[config.mk]
export PLATFORM = sky130hd
export DESIGN_NAME = pretrigger_window_capture
export DESIGN_NICKNAME = d
export VERILOG_FILES = /design/src/sv/ptw_pkg.sv /design/src/sv/pretrigger_window_capture.sv /design/src/sv/ptw_front.sv /design/src/sv/ptw_queue.sv /design/src/sv/ptw_back.sv
export SDC_FILE = /design/constraint.sdc
export NUM_CORES = 2
export LEC_CHECK = 0
export BUFFER_PORTS_ARGS = -buffer_cell sky130_fd_sc_hd__buf_2
export CORE_MARGIN = 2
export CORE_UTILIZATION = 62
export DETAILED_ROUTE_END_ITERATION = 16
export MAX_ROUTING_LAYER = met4
export PLACE_DENSITY = 0.79
export SYNTH_ARGS = -nofsm -noshare
export SYNTH_HDL_FRONTEND = slang
export SYNTH_SLANG_ARGS = --single-unit
export TNS_END_PERCENT = 1
[constraint.sdc]
create_clock -name aclk -period 6.1 [get_ports aclk]
set_clock_uncertainty 0.15 [all_clocks]
set_input_delay 0.305 -clock aclk [delete_from_list [all_inputs] [get_ports aclk]]
set_output_delay 0.305 -clock aclk [all_outputs]
set_load 0.01 [all_outputs]
[src/sv/ptw_pkg.sv]
`default_nettype none

package ptw_pkg;

    localparam int MAX_WINDOW = 64;
    localparam int WIN_AW     = $clog2(MAX_WINDOW);

    localparam int SAMPLE_W   = 16;
    localparam int TIME_W     = 32;
    localparam int STAT_W     = 32;
    localparam int CNT_W      = 7;
    localparam int IDX_W      = 6;

    localparam int CFG_IDX_W  = 2;
    localparam int CFG_DATA_W = 7;
    localparam int IN_DATA_W  = 48;
    localparam int OUT_DATA_W = 192;

    localparam logic [CFG_IDX_W-1:0] CFG_ENABLE = 2'd0;
    localparam logic [CFG_IDX_W-1:0] CFG_PRE    = 2'd1;
    localparam logic [CFG_IDX_W-1:0] CFG_POST   = 2'd2;

    localparam logic KIND_STATUS = 1'b0;
    localparam logic KIND_WINDOW = 1'b1;

    typedef enum logic [1:0] {
        OP_FEED,
        OP_FEED_DROP,
        OP_TRIG,
        OP_TRIG_DROP
    } ptw_op_t;

    typedef enum logic [1:0] {
        ST_IDLE,
        ST_COPY,
        ST_RD,
        ST_LOAD
    } ptw_state_t;

    typedef struct packed {
        ptw_op_t             op;
        logic [SAMPLE_W-1:0] sample;
        logic [TIME_W-1:0]   time_now;
    } ptw_item_t;

    typedef struct packed {
        logic             clear;
        logic [CNT_W-1:0] pre;
        logic [CNT_W-1:0] post;
    } ptw_cfg_t;

    typedef struct packed {
        logic                kind;
        logic                accepted;
        logic                capturing;
        logic [SAMPLE_W-1:0] sample;
        logic [IDX_W-1:0]    index;
        logic                last;
        logic [STAT_W-1:0]   window_tag;
        logic [TIME_W-1:0]   build_cycles;
        logic [CNT_W-1:0]    window_length;
    } ptw_result_t;

endpackage

`default_nettype wire

[src/sv/pretrigger_window_capture.sv]
// A status word is registered: an accepted input word passes the two-entry queue and is
// then loaded into the output register; a trigger first copies the pre-trigger ring.
// Feeds and rejected items sustain 1 word per cycle while the output is not stalled; a
// completed window is emitted sample by sample (registered window buffer read, then output load).
// Reset (aresetn low, synchronous) and any write to a known configuration register clear all
// capture state and statistics at once; ring entries are cleared by valid bits, no clearing pass.
`default_nettype none

module pretrigger_window_capture (
    input  wire logic                           aclk,
    input  wire logic                           aresetn,
    input  wire logic                           cfg_wr_en,
    input  wire logic [ptw_pkg::CFG_IDX_W-1:0]  cfg_index,
    input  wire logic [ptw_pkg::CFG_DATA_W-1:0] cfg_wdata,
    input  wire logic                           s_tvalid,
    output logic                                s_tready,
    // sample_value[15:0], time_now[47:16]
    input  wire logic [ptw_pkg::IN_DATA_W-1:0]  s_tdata,
    // action
    input  wire logic                           s_tuser,
    output logic                                m_tvalid,
    input  wire logic                           m_tready,
    // accepted[0], capturing[1], window_sample[17:2], window_index[23:18],
    // window_tag[55:24], build_cycles[87:56], window_length[94:88],
    // sample_drops[126:95], trigger_drops[158:127], window_count[190:159]
    output logic [ptw_pkg::OUT_DATA_W-1:0]      m_tdata,
    output logic                                m_tlast,
    // kind
    output logic                                m_tuser
);
    import ptw_pkg::*;

    ptw_cfg_t  cfg;
    ptw_item_t push_item;
    ptw_item_t pop_item;
    logic      push_valid;
    logic      push_ready;
    logic      pop_valid;
    logic      pop_ready;

    ptw_front u_front (
        .aclk       (aclk),
        .aresetn    (aresetn),
        .cfg_wr_en  (cfg_wr_en),
        .cfg_index  (cfg_index),
        .cfg_wdata  (cfg_wdata),
        .s_tvalid   (s_tvalid),
        .s_tready   (s_tready),
        .s_tdata    (s_tdata),
        .s_tuser    (s_tuser),
        .push_valid (push_valid),
        .push_ready (push_ready),
        .push_item  (push_item),
        .cfg_o      (cfg)
    );

    ptw_queue u_queue (
        .aclk       (aclk),
        .aresetn    (aresetn),
        .push_valid (push_valid),
        .push_ready (push_ready),
        .push_item  (push_item),
        .pop_valid  (pop_valid),
        .pop_ready  (pop_ready),
        .pop_item   (pop_item)
    );

    ptw_back u_back (
        .aclk     (aclk),
        .aresetn  (aresetn),
        .cfg_i    (cfg),
        .q_valid  (pop_valid),
        .q_pop    (pop_ready),
        .q_item   (pop_item),
        .m_tvalid (m_tvalid),
        .m_tready (m_tready),
        .m_tdata  (m_tdata),
        .m_tlast  (m_tlast),
        .m_tuser  (m_tuser)
    );

    a_reset_no_output: assert property (@(posedge aclk)
        !aresetn |=> !m_tvalid)
        else $error("result word valid right after reset");

    a_status_is_last: assert property (@(posedge aclk) disable iff (!aresetn)
        (m_tvalid && (m_tuser == KIND_STATUS)) |-> m_tlast)
        else $error("status word without tlast");

    a_window_not_cut: assert property (@(posedge aclk) disable iff (!aresetn)
        (m_tvalid && m_tready && (m_tuser == KIND_WINDOW) && !m_tlast)
        |=> !(m_tvalid && (m_tuser == KIND_STATUS)))
        else $error("status word inside a window run");

    a_pop_needs_data: assert property (@(posedge aclk) disable iff (!aresetn)
        pop_ready |-> pop_valid)
        else $error("back end popped an empty queue");

endmodule

`default_nettype wire

[src/sv/ptw_front.sv]
`default_nettype none

module ptw_front (
    input  wire logic                         aclk,
    input  wire logic                         aresetn,
    input  wire logic                         cfg_wr_en,
    input  wire logic [ptw_pkg::CFG_IDX_W-1:0]  cfg_index,
    input  wire logic [ptw_pkg::CFG_DATA_W-1:0] cfg_wdata,
    input  wire logic                         s_tvalid,
    output logic                              s_tready,
    input  wire logic [ptw_pkg::IN_DATA_W-1:0]  s_tdata,
    input  wire logic                         s_tuser,
    output logic                              push_valid,
    input  wire logic                         push_ready,
    output ptw_pkg::ptw_item_t                push_item,
    output ptw_pkg::ptw_cfg_t                 cfg_o
);
    import ptw_pkg::*;

    logic             enable_reg;
    logic [CNT_W-1:0] pre_reg;
    logic [CNT_W-1:0] post_reg;
    logic [CNT_W:0]   sum;
    logic             settings_ok;

    always_ff @(posedge aclk) begin
        if (!aresetn) begin
            enable_reg <= 1'b0;
            pre_reg    <= '0;
            post_reg   <= '0;
        end else if (cfg_wr_en) begin
            unique case (cfg_index)
                CFG_ENABLE: enable_reg <= cfg_wdata[0];
                CFG_PRE:    pre_reg    <= cfg_wdata;
                CFG_POST:   post_reg   <= cfg_wdata;
                default: ;
            endcase
        end
    end

    // Any write to a known register wipes the capture state in the back end
    assign cfg_o.clear = cfg_wr_en &&
                         (cfg_index == CFG_ENABLE || cfg_index == CFG_PRE ||
                          cfg_index == CFG_POST);
    assign cfg_o.pre   = pre_reg;
    assign cfg_o.post  = post_reg;

    assign sum         = {1'b0, pre_reg} + {1'b0, post_reg};
    assign settings_ok = enable_reg && (sum != '0) && (sum <= (CNT_W+1)'(MAX_WINDOW));

    always_comb begin
        push_item.sample   = s_tdata[SAMPLE_W-1:0];
        push_item.time_now = s_tdata[SAMPLE_W +: TIME_W];
        if (s_tuser) begin
            push_item.op = settings_ok ? OP_TRIG : OP_TRIG_DROP;
        end else begin
            push_item.op = settings_ok ? OP_FEED : OP_FEED_DROP;
        end
    end

    assign push_valid = s_tvalid;
    assign s_tready   = push_ready;

endmodule

`default_nettype wire

[src/sv/ptw_queue.sv]
`default_nettype none

module ptw_queue (
    input  wire logic          aclk,
    input  wire logic          aresetn,
    input  wire logic          push_valid,
    output logic               push_ready,
    input  ptw_pkg::ptw_item_t push_item,
    output logic               pop_valid,
    input  wire logic          pop_ready,
    output ptw_pkg::ptw_item_t pop_item
);
    import ptw_pkg::*;

    ptw_item_t  mem_reg [2];
    logic       wr_ptr_reg;
    logic       rd_ptr_reg;
    logic [1:0] count_reg;
    logic       push;
    logic       pop;

    assign push_ready = (count_reg != 2'd2);
    assign pop_valid  = (count_reg != 2'd0);
    assign pop_item   = mem_reg[rd_ptr_reg];
    assign push       = push_valid && push_ready;
    assign pop        = pop_valid && pop_ready;

    always_ff @(posedge aclk) begin
        if (!aresetn) begin
            wr_ptr_reg <= 1'b0;
            rd_ptr_reg <= 1'b0;
            count_reg  <= 2'd0;
        end else begin
            if (push) begin
                wr_ptr_reg <= !wr_ptr_reg;
            end
            if (pop) begin
                rd_ptr_reg <= !rd_ptr_reg;
            end
            unique case ({push, pop})
                2'b10:   count_reg <= count_reg + 2'd1;
                2'b01:   count_reg <= count_reg - 2'd1;
                default: count_reg <= count_reg;
            endcase
        end
    end

    always_ff @(posedge aclk) begin
        if (push) begin
            mem_reg[wr_ptr_reg] <= push_item;
        end
    end

endmodule

`default_nettype wire

[src/sv/ptw_back.sv]
`default_nettype none

module ptw_back (
    input  wire logic                          aclk,
    input  wire logic                          aresetn,
    input  ptw_pkg::ptw_cfg_t                  cfg_i,
    input  wire logic                          q_valid,
    output logic                               q_pop,
    input  ptw_pkg::ptw_item_t                 q_item,
    output logic                               m_tvalid,
    input  wire logic                          m_tready,
    output logic [ptw_pkg::OUT_DATA_W-1:0]     m_tdata,
    output logic                               m_tlast,
    output logic                               m_tuser
);
    import ptw_pkg::*;

    function automatic ptw_result_t status_word(input logic acc, input logic cap);
        ptw_result_t r;
        r           = '0;
        r.kind      = KIND_STATUS;
        r.accepted  = acc;
        r.capturing = cap;
        r.last      = 1'b1;
        return r;
    endfunction

    // Pre-trigger ring and window buffer
    logic [SAMPLE_W-1:0]   ring_mem [MAX_WINDOW];
    logic [MAX_WINDOW-1:0] ring_vld_reg;
    logic [SAMPLE_W-1:0]   ring_rdata_reg;
    logic                  ring_rvld_reg;
    logic [SAMPLE_W-1:0]   win_mem [MAX_WINDOW];
    logic [SAMPLE_W-1:0]   win_rdata_reg;

    logic                ring_we;
    logic [WIN_AW-1:0]   ring_waddr;
    logic                ring_re;
    logic [WIN_AW-1:0]   ring_raddr;
    logic                win_we;
    logic [WIN_AW-1:0]   win_waddr;
    logic [SAMPLE_W-1:0] win_wdata;
    logic                win_re;
    logic [WIN_AW-1:0]   win_raddr;

    ptw_state_t        state_reg,     state_next;
    logic [WIN_AW-1:0] ring_head_reg, ring_head_next;
    logic [CNT_W-1:0]  post_coll_reg, post_coll_next;
    logic              capture_reg,   capture_next;
    logic [STAT_W-1:0] trace_reg,     trace_next;
    logic [TIME_W-1:0] trig_time_reg, trig_time_next;
    logic [STAT_W-1:0] drop_s_reg,    drop_s_next;
    logic [STAT_W-1:0] drop_t_reg,    drop_t_next;
    logic [STAT_W-1:0] done_reg,      done_next;
    logic [CNT_W-1:0]  cnt_reg,       cnt_next;
    logic [WIN_AW-1:0] src_reg,       src_next;
    logic [STAT_W-1:0] win_tid_reg,   win_tid_next;
    logic [TIME_W-1:0] win_delta_reg, win_delta_next;

    ptw_result_t out_reg;
    logic        out_vld_reg;
    logic        out_load;
    ptw_result_t load_val;
    logic        out_free;

    logic [CNT_W-1:0] len;
    logic [CNT_W-1:0] coll_inc;
    logic [CNT_W-1:0] win_pos;
    logic [CNT_W-1:0] head_inc;
    logic [CNT_W-1:0] src_inc;

    assign out_free = !out_vld_reg || m_tready;
    assign len      = cfg_i.pre + cfg_i.post;
    assign coll_inc = post_coll_reg + CNT_W'(1);
    assign win_pos  = cfg_i.pre + post_coll_reg;
    assign head_inc = CNT_W'(ring_head_reg) + CNT_W'(1);
    assign src_inc  = CNT_W'(src_reg) + CNT_W'(1);

    always_comb begin
        state_next     = state_reg;
        ring_head_next = ring_head_reg;
        post_coll_next = post_coll_reg;
        capture_next   = capture_reg;
        trace_next     = trace_reg;
        trig_time_next = trig_time_reg;
        drop_s_next    = drop_s_reg;
        drop_t_next    = drop_t_reg;
        done_next      = done_reg;
        cnt_next       = cnt_reg;
        src_next       = src_reg;
        win_tid_next   = win_tid_reg;
        win_delta_next = win_delta_reg;
        q_pop          = 1'b0;
        out_load       = 1'b0;
        load_val       = '0;
        ring_we        = 1'b0;
        ring_waddr     = ring_head_reg;
        ring_re        = 1'b0;
        ring_raddr     = src_reg;
        win_we         = 1'b0;
        win_waddr      = win_pos[WIN_AW-1:0];
        win_wdata      = q_item.sample;
        win_re         = 1'b0;
        win_raddr      = cnt_reg[WIN_AW-1:0];

        unique case (state_reg)
            ST_IDLE: begin
                if (q_valid && out_free) begin
                    q_pop = 1'b1;
                    unique case (q_item.op)
                        OP_FEED_DROP: begin
                            drop_s_next = drop_s_reg + STAT_W'(1);
                            out_load    = 1'b1;
                            load_val    = status_word(1'b0, 1'b0);
                        end
                        OP_TRIG_DROP: begin
                            out_load = 1'b1;
                            load_val = status_word(1'b0, 1'b0);
                        end
                        OP_TRIG: begin
                            if (capture_reg) begin
                                drop_t_next = drop_t_reg + STAT_W'(1);
                                out_load    = 1'b1;
                                load_val    = status_word(1'b0, 1'b1);
                            end else begin
                                capture_next   = 1'b1;
                                post_coll_next = '0;
                                trig_time_next = q_item.time_now;
                                cnt_next       = '0;
                                src_next       = ring_head_reg;
                                state_next     = ST_COPY;
                            end
                        end
                        OP_FEED: begin
                            if (cfg_i.pre != '0) begin
                                ring_we        = 1'b1;
                                ring_head_next = (head_inc >= cfg_i.pre) ?
                                                 '0 : head_inc[WIN_AW-1:0];
                            end
                            if (capture_reg && (post_coll_reg < cfg_i.post)) begin
                                win_we         = 1'b1;
                                post_coll_next = coll_inc;
                            end
                            if (capture_reg && (post_coll_reg < cfg_i.post) &&
                                (coll_inc == cfg_i.post)) begin
                                // Window complete: latch its header and start emitting
                                win_tid_next   = trace_reg;
                                trace_next     = trace_reg + STAT_W'(1);
                                win_delta_next = q_item.time_now - trig_time_reg;
                                capture_next   = 1'b0;
                                done_next      = done_reg + STAT_W'(1);
                                cnt_next       = '0;
                                state_next     = ST_RD;
                            end else begin
                                out_load = 1'b1;
                                load_val = status_word(1'b1, capture_reg);
                            end
                        end
                        default: ;
                    endcase
                end
            end
            ST_COPY: begin
                // Read ring oldest first; write each word in the cycle after its read
                if (cnt_reg != cfg_i.pre) begin
                    ring_re  = 1'b1;
                    src_next = (src_inc >= cfg_i.pre) ? '0 : src_inc[WIN_AW-1:0];
                end
                if (cnt_reg != '0) begin
                    win_we    = 1'b1;
                    win_waddr = WIN_AW'(cnt_reg - CNT_W'(1));
                    win_wdata = ring_rvld_reg ? ring_rdata_reg : '0;
                end
                if (cnt_reg == cfg_i.pre) begin
                    out_load   = 1'b1;
                    load_val   = status_word(1'b1, 1'b1);
                    state_next = ST_IDLE;
                end else begin
                    cnt_next = cnt_reg + CNT_W'(1);
                end
            end
            ST_RD: begin
                win_re     = 1'b1;
                state_next = ST_LOAD;
            end
            ST_LOAD: begin
                if (out_free) begin
                    out_load               = 1'b1;
                    load_val.kind          = KIND_WINDOW;
                    load_val.accepted      = 1'b1;
                    load_val.capturing     = 1'b0;
                    load_val.sample        = win_rdata_reg;
                    load_val.index         = cnt_reg[IDX_W-1:0];
                    load_val.last          = (cnt_reg + CNT_W'(1) == len);
                    load_val.window_tag    = win_tid_reg;
                    load_val.build_cycles  = win_delta_reg;
                    load_val.window_length = len;
                    if (cnt_reg + CNT_W'(1) == len) begin
                        state_next = ST_IDLE;
                    end else begin
                        cnt_next   = cnt_reg + CNT_W'(1);
                        state_next = ST_RD;
                    end
                end
            end
            default: state_next = ST_IDLE;
        endcase
    end

    always_ff @(posedge aclk) begin
        if (!aresetn || cfg_i.clear) begin
            state_reg     <= ST_IDLE;
            ring_head_reg <= '0;
            post_coll_reg <= '0;
            capture_reg   <= 1'b0;
            trace_reg     <= '0;
            trig_time_reg <= '0;
            drop_s_reg    <= '0;
            drop_t_reg    <= '0;
            done_reg      <= '0;
            cnt_reg       <= '0;
            src_reg       <= '0;
            ring_vld_reg  <= '0;
            out_vld_reg   <= 1'b0;
        end else begin
            state_reg     <= state_next;
            ring_head_reg <= ring_head_next;
            post_coll_reg <= post_coll_next;
            capture_reg   <= capture_next;
            trace_reg     <= trace_next;
            trig_time_reg <= trig_time_next;
            drop_s_reg    <= drop_s_next;
            drop_t_reg    <= drop_t_next;
            done_reg      <= done_next;
            cnt_reg       <= cnt_next;
            src_reg       <= src_next;
            if (ring_we) begin
                ring_vld_reg[ring_waddr] <= 1'b1;
            end
            if (out_load) begin
                out_vld_reg <= 1'b1;
            end else if (m_tready) begin
                out_vld_reg <= 1'b0;
            end
        end
    end

    always_ff @(posedge aclk) begin
        win_tid_reg   <= win_tid_next;
        win_delta_reg <= win_delta_next;
        if (out_load) begin
            out_reg <= load_val;
        end
    end

    always_ff @(posedge aclk) begin
        if (ring_we) begin
            ring_mem[ring_waddr] <= q_item.sample;
        end
        if (ring_re) begin
            ring_rdata_reg <= ring_mem[ring_raddr];
            ring_rvld_reg  <= ring_vld_reg[ring_raddr];
        end
    end

    always_ff @(posedge aclk) begin
        if (win_we) begin
            win_mem[win_waddr] <= win_wdata;
        end
        if (win_re) begin
            win_rdata_reg <= win_mem[win_raddr];
        end
    end

    // Statistics are live: no new item is taken while a result of the last one waits
    assign m_tvalid = out_vld_reg;
    assign m_tlast  = out_reg.last;
    assign m_tuser  = out_reg.kind;
    assign m_tdata  = {1'b0, done_reg, drop_t_reg, drop_s_reg,
                       out_reg.window_length, out_reg.build_cycles, out_reg.window_tag,
                       out_reg.index, out_reg.sample, out_reg.capturing, out_reg.accepted};

endmodule

`default_nettype wire
==> impl_metrics.sql <==
INSERT INTO impl_metrics (metric_group, metric, value, unit) VALUES
('drt', 'vias', '55900', ''),
('synthesis', 'post_synth_inst_count', '5340', ''),
('hold_path', 'hold_end', 'u_queue.mem_reg[0][38]', ''),
('floorplanning', 'die_h', '412', 'microns'),
('clocking', 'cts_setup_buffers', '0', ''),
('power', 'power.density_cell_area', '347', 'nW/um^2'),
('place', 'dp_hpwl', '145000', 'microns'),
('sta', 'fin_crit_sh', '0.798', ''),
('layout', 'layout.cell_area.non_filler', '117000', 'sq um'),
('drt', 'ant_nets', '0', ''),
('floorplanning', 'floorplan.initialDensity', '0.625', ''),
('power', 'p_clk_frac', '0.377', ''),
('drt', 'drc', '0', ''),
('synthesis', 'synth.cells.most_frequent', 'edfxtp_1 (2342), mux4_2 (683), nor2_1 (403)', ''),
('drt', 'drt-initial-drc-count', '8388', ''),
('floorplanning', 'number_of_placed_i_o_pins', '259', ''),
('clocking', 'max-clock-path-buffers', '3', ''),
('power', 'switching_power', '0.00972', 'W'),
('layout', 'final_layout_size_suffix_gt1_frac', '0.268', ''),
('critical_path', 'timing.rr.end', 'u_back.ring_mem[61][0]', ''),
('grt', 'grt_max_degree', '149', ''),
('grt', 'gr-usage-all-layers', '0.326', ''),
('layout', 'multi_input_area', '26300', 'sq um'),
('floorplanning', 'placement_rows', '149', ''),
('floorplanning', 'core-area', '165000', 'sq um'),
('place', 'gpl.final_weighted_congestion', '0.904', ''),
('layout', 'final_cells', '8292', ''),
('critical_path', 'cp_data_arrival_time', '5.26', 'ns'),
('power', 'internal_power', '0.0309', 'W'),
('sta', 'slew_headroom', '0.101', ''),
('clocking', 'htreeDepth', '4', ''),
('synthesis', 'synth_area_per_cell', '19.3', 'sq um'),
('clocking', 'cts_sinks', '2616', ''),
('sta', 'final-setup-viol-count', '0', ''),
('floorplanning', 'die_boundary_width', '412', 'microns'),
('synthesis', 'synthDominantAreaCellType', 'edfxtp_1', ''),
('synthesis', 'synth_area', '103000', 'sq um'),
('critical_path', 'reg2reg_slack', '1.23', 'ns'),
('synthesis', 'synth_sequential_area_ratio', '0.734', ''),
('grt', 'first_global_vias', '56000', ''),
('sta', 'slew_viol_final', '0', ''),
('critical_path', 'setup.worst_path.start_class', 'register', ''),
('sta', 'timing.final.hold_violations', '0', ''),
('place', 'dpl-instance-area', '108000', 'sq um'),
('power', 'power.share.sequential', '0.526', ''),
('critical_path', 'critPathCaptureType', 'register', ''),
('sta', 'clock.fmax', '206', 'MHz'),
('layout', 'areaGrowthSynthToFinish', '13.3', '%'),
('power', 'maximum_resistive_drop_on_vdd', '290', 'uV'),
('place', 'placed_cells', '7729', ''),
('synthesis', 'most_instantiated_flip_flop_cell_in_the_synthesis_netlist', 'edfxtp_1', ''),
('run_status', 'run_status', 'finished clean', ''),
('clocking', 'cts_tree', 'yes', ''),
('synthesis', 'post_synth_edffs', '2342', ''),
('clocking', 'cts.root.buffer_cell', 'clkbuf_16', ''),
('critical_path', 'timing.setup.critical_path_class', 'register to register', ''),
('layout', 'fillers', '9232', ''),
('place', 'io_buffers', '257', ''),
('drt', 'drtPass1Iterations', '6', ''),
('synthesis', 'yosysWarnings', '0', ''),
('critical_path', 'r2r.worst_path.cells', '8', ''),
('power', 'swShare', '0.239', ''),
('synthesis', 'postSynthRegisterBits', '2616', ''),
('flow_run', 'cap_viol_max_count', '0', ''),
('grt', 'grt_first_pass_wirelength', '386000', 'microns'),
('grt', 'antenna_found_initial', '30', ''),
('sta', 'final.setup.tns', '0', 'ns'),
('critical_path', 'critical_path_fanouts_max', '33', ''),
('drt', 'via_per_inst', '6.74', ''),
('drt', 'routed_wirelength', '266000', 'microns'),
('synthesis', 'number_of_distinct_library_cells_after_synthesis', '80', '');
-- layer usage --
metal  track usage  vias to the layer above  wire [microns]  part of all wire
met1         0.427                    28900           95200              0.36
met2         0.506                     3853          130000              0.49
met4         0.117                        0           10500             0.040
met5             -                        -               0                 0
met3        0.0775                      634           30300              0.11
li1              -                    22500               -                 -
-- placed cells by master, fill, tap and decap left out, types with 35 or more instances in the layout --
cell type | Yosys | layout
inv_1 | 77 | 76
dlygate4sd3_1 | 0 | 84
clkbuf_1 | 147 | 55
clkbuf_16 | 0 | 243
a21oi_1 | 97 | 81
buf_2 | 72 | 257
clkinv_2 | 0 | 40
nand4_1 | 35 | 35
nor2_1 | 403 | 402
xnor2_1 | 94 | 94
xor2_1 | 73 | 73
nand2_1 | 158 | 157
mux2i_1 | 37 | 37
buf_4 | 4 | 191
and2_1 | 97 | 96
clkinv_1 | 0 | 40
mux2_2 | 56 | 56
nand3_1 | 53 | 53
o21ai_0 | 66 | 66
dfxtp_1 | 274 | 264
o21a_1 | 53 | 53
edfxtp_1 | 2342 | 2342
ha_1 | 74 | 74
mux4_2 | 683 | 683
nor3_1 | 103 | 103
-- metrics by stage --
| stage | power [W] | setup WS, ns | hold WS [ns] | utilization |
|---|---|---|---|---|
| global placement | 0.0253 | 1.76 | 0.291 | 0.655 |
| finish | 0.0407 | 1.23 | 0.0456 | 0.709 |
| detailed placement | 0.0255 | 1.66 | 0.297 | 0.655 |
| floorplan | 0.0239 | 0.954 | 0.254 | - |
| global route | 0.0416 | 1.10 | 0.0162 | 0.709 |
| CTS | 0.0407 | 1.50 | 0.000567 | 0.708 |
-- what timing repair did --
action | in CTS | in global routing
endpoints found under the hold margin | 138 | 0
hold buffers | 84 | 0
resized for setup | 0 | 0
-- area by class of cell --
cell class	count	share of cell area
inverter	78	0.00254
tap	2189	0.0234
antenna	30	0.000641
sequential	2616	0.648
timing repair buffer	546	0.0328
clock buffer	316	0.0558
clock inverter	133	0.0124
multi-input combinational	2384	0.225
-- worst max-delay path by stage --
stage / from / end / cells after the start
final: register / u_back.ring_mem[61][0] / 8
after global routing: register / u_back.ring_mem[61][9] / 8
after global placement: register / u_back.win_delta_reg[31] / 11
after floorplan: u_back.cnt_reg[1] / u_back.win_mem[0][10] / 12
after CTS: register / u_back.ring_mem[56][7] / 8
after detailed placement: u_back.cnt_reg[0] / u_back.win_mem[29][14] / 8
-- cell families after synthesis --
family / Yosys count / share of synthesized area
compound gates: 326 / 0.0203
flops: 2616 / 0.734
mux: 776 / 0.159
other cells: 1 / 0.0000363
xor+xnor: 169 / 0.0146
simple gates: 1035 / 0.0491
fa+ha+maj: 77 / 0.00954
buf+inv: 340 / 0.0139
-- power groups by stage --
stage          sequential (W)  clock (W)  combinational [W]
2_1_floorplan          0.0219          0            0.00204
4_1_cts                0.0214     0.0154            0.00386
6_report               0.0214     0.0153            0.00393
3_5_place_dp           0.0218          0            0.00374
3_3_place_gp           0.0218          0            0.00357
5_1_grt                0.0214     0.0160            0.00418
-- critical path, cell delays in order (launching register included) --
cell and delay [ns]:
dfxtp_2 0.93, buf_4 0.49, nand2b_1 0.15, o32ai_2 0.37, nand2_1 0.33, a21oi_1 0.76, nand4_1 0.62, nor2_1 0.36
buf_4 0.36
Note: power is estimated with default switching activity, not from simulation.
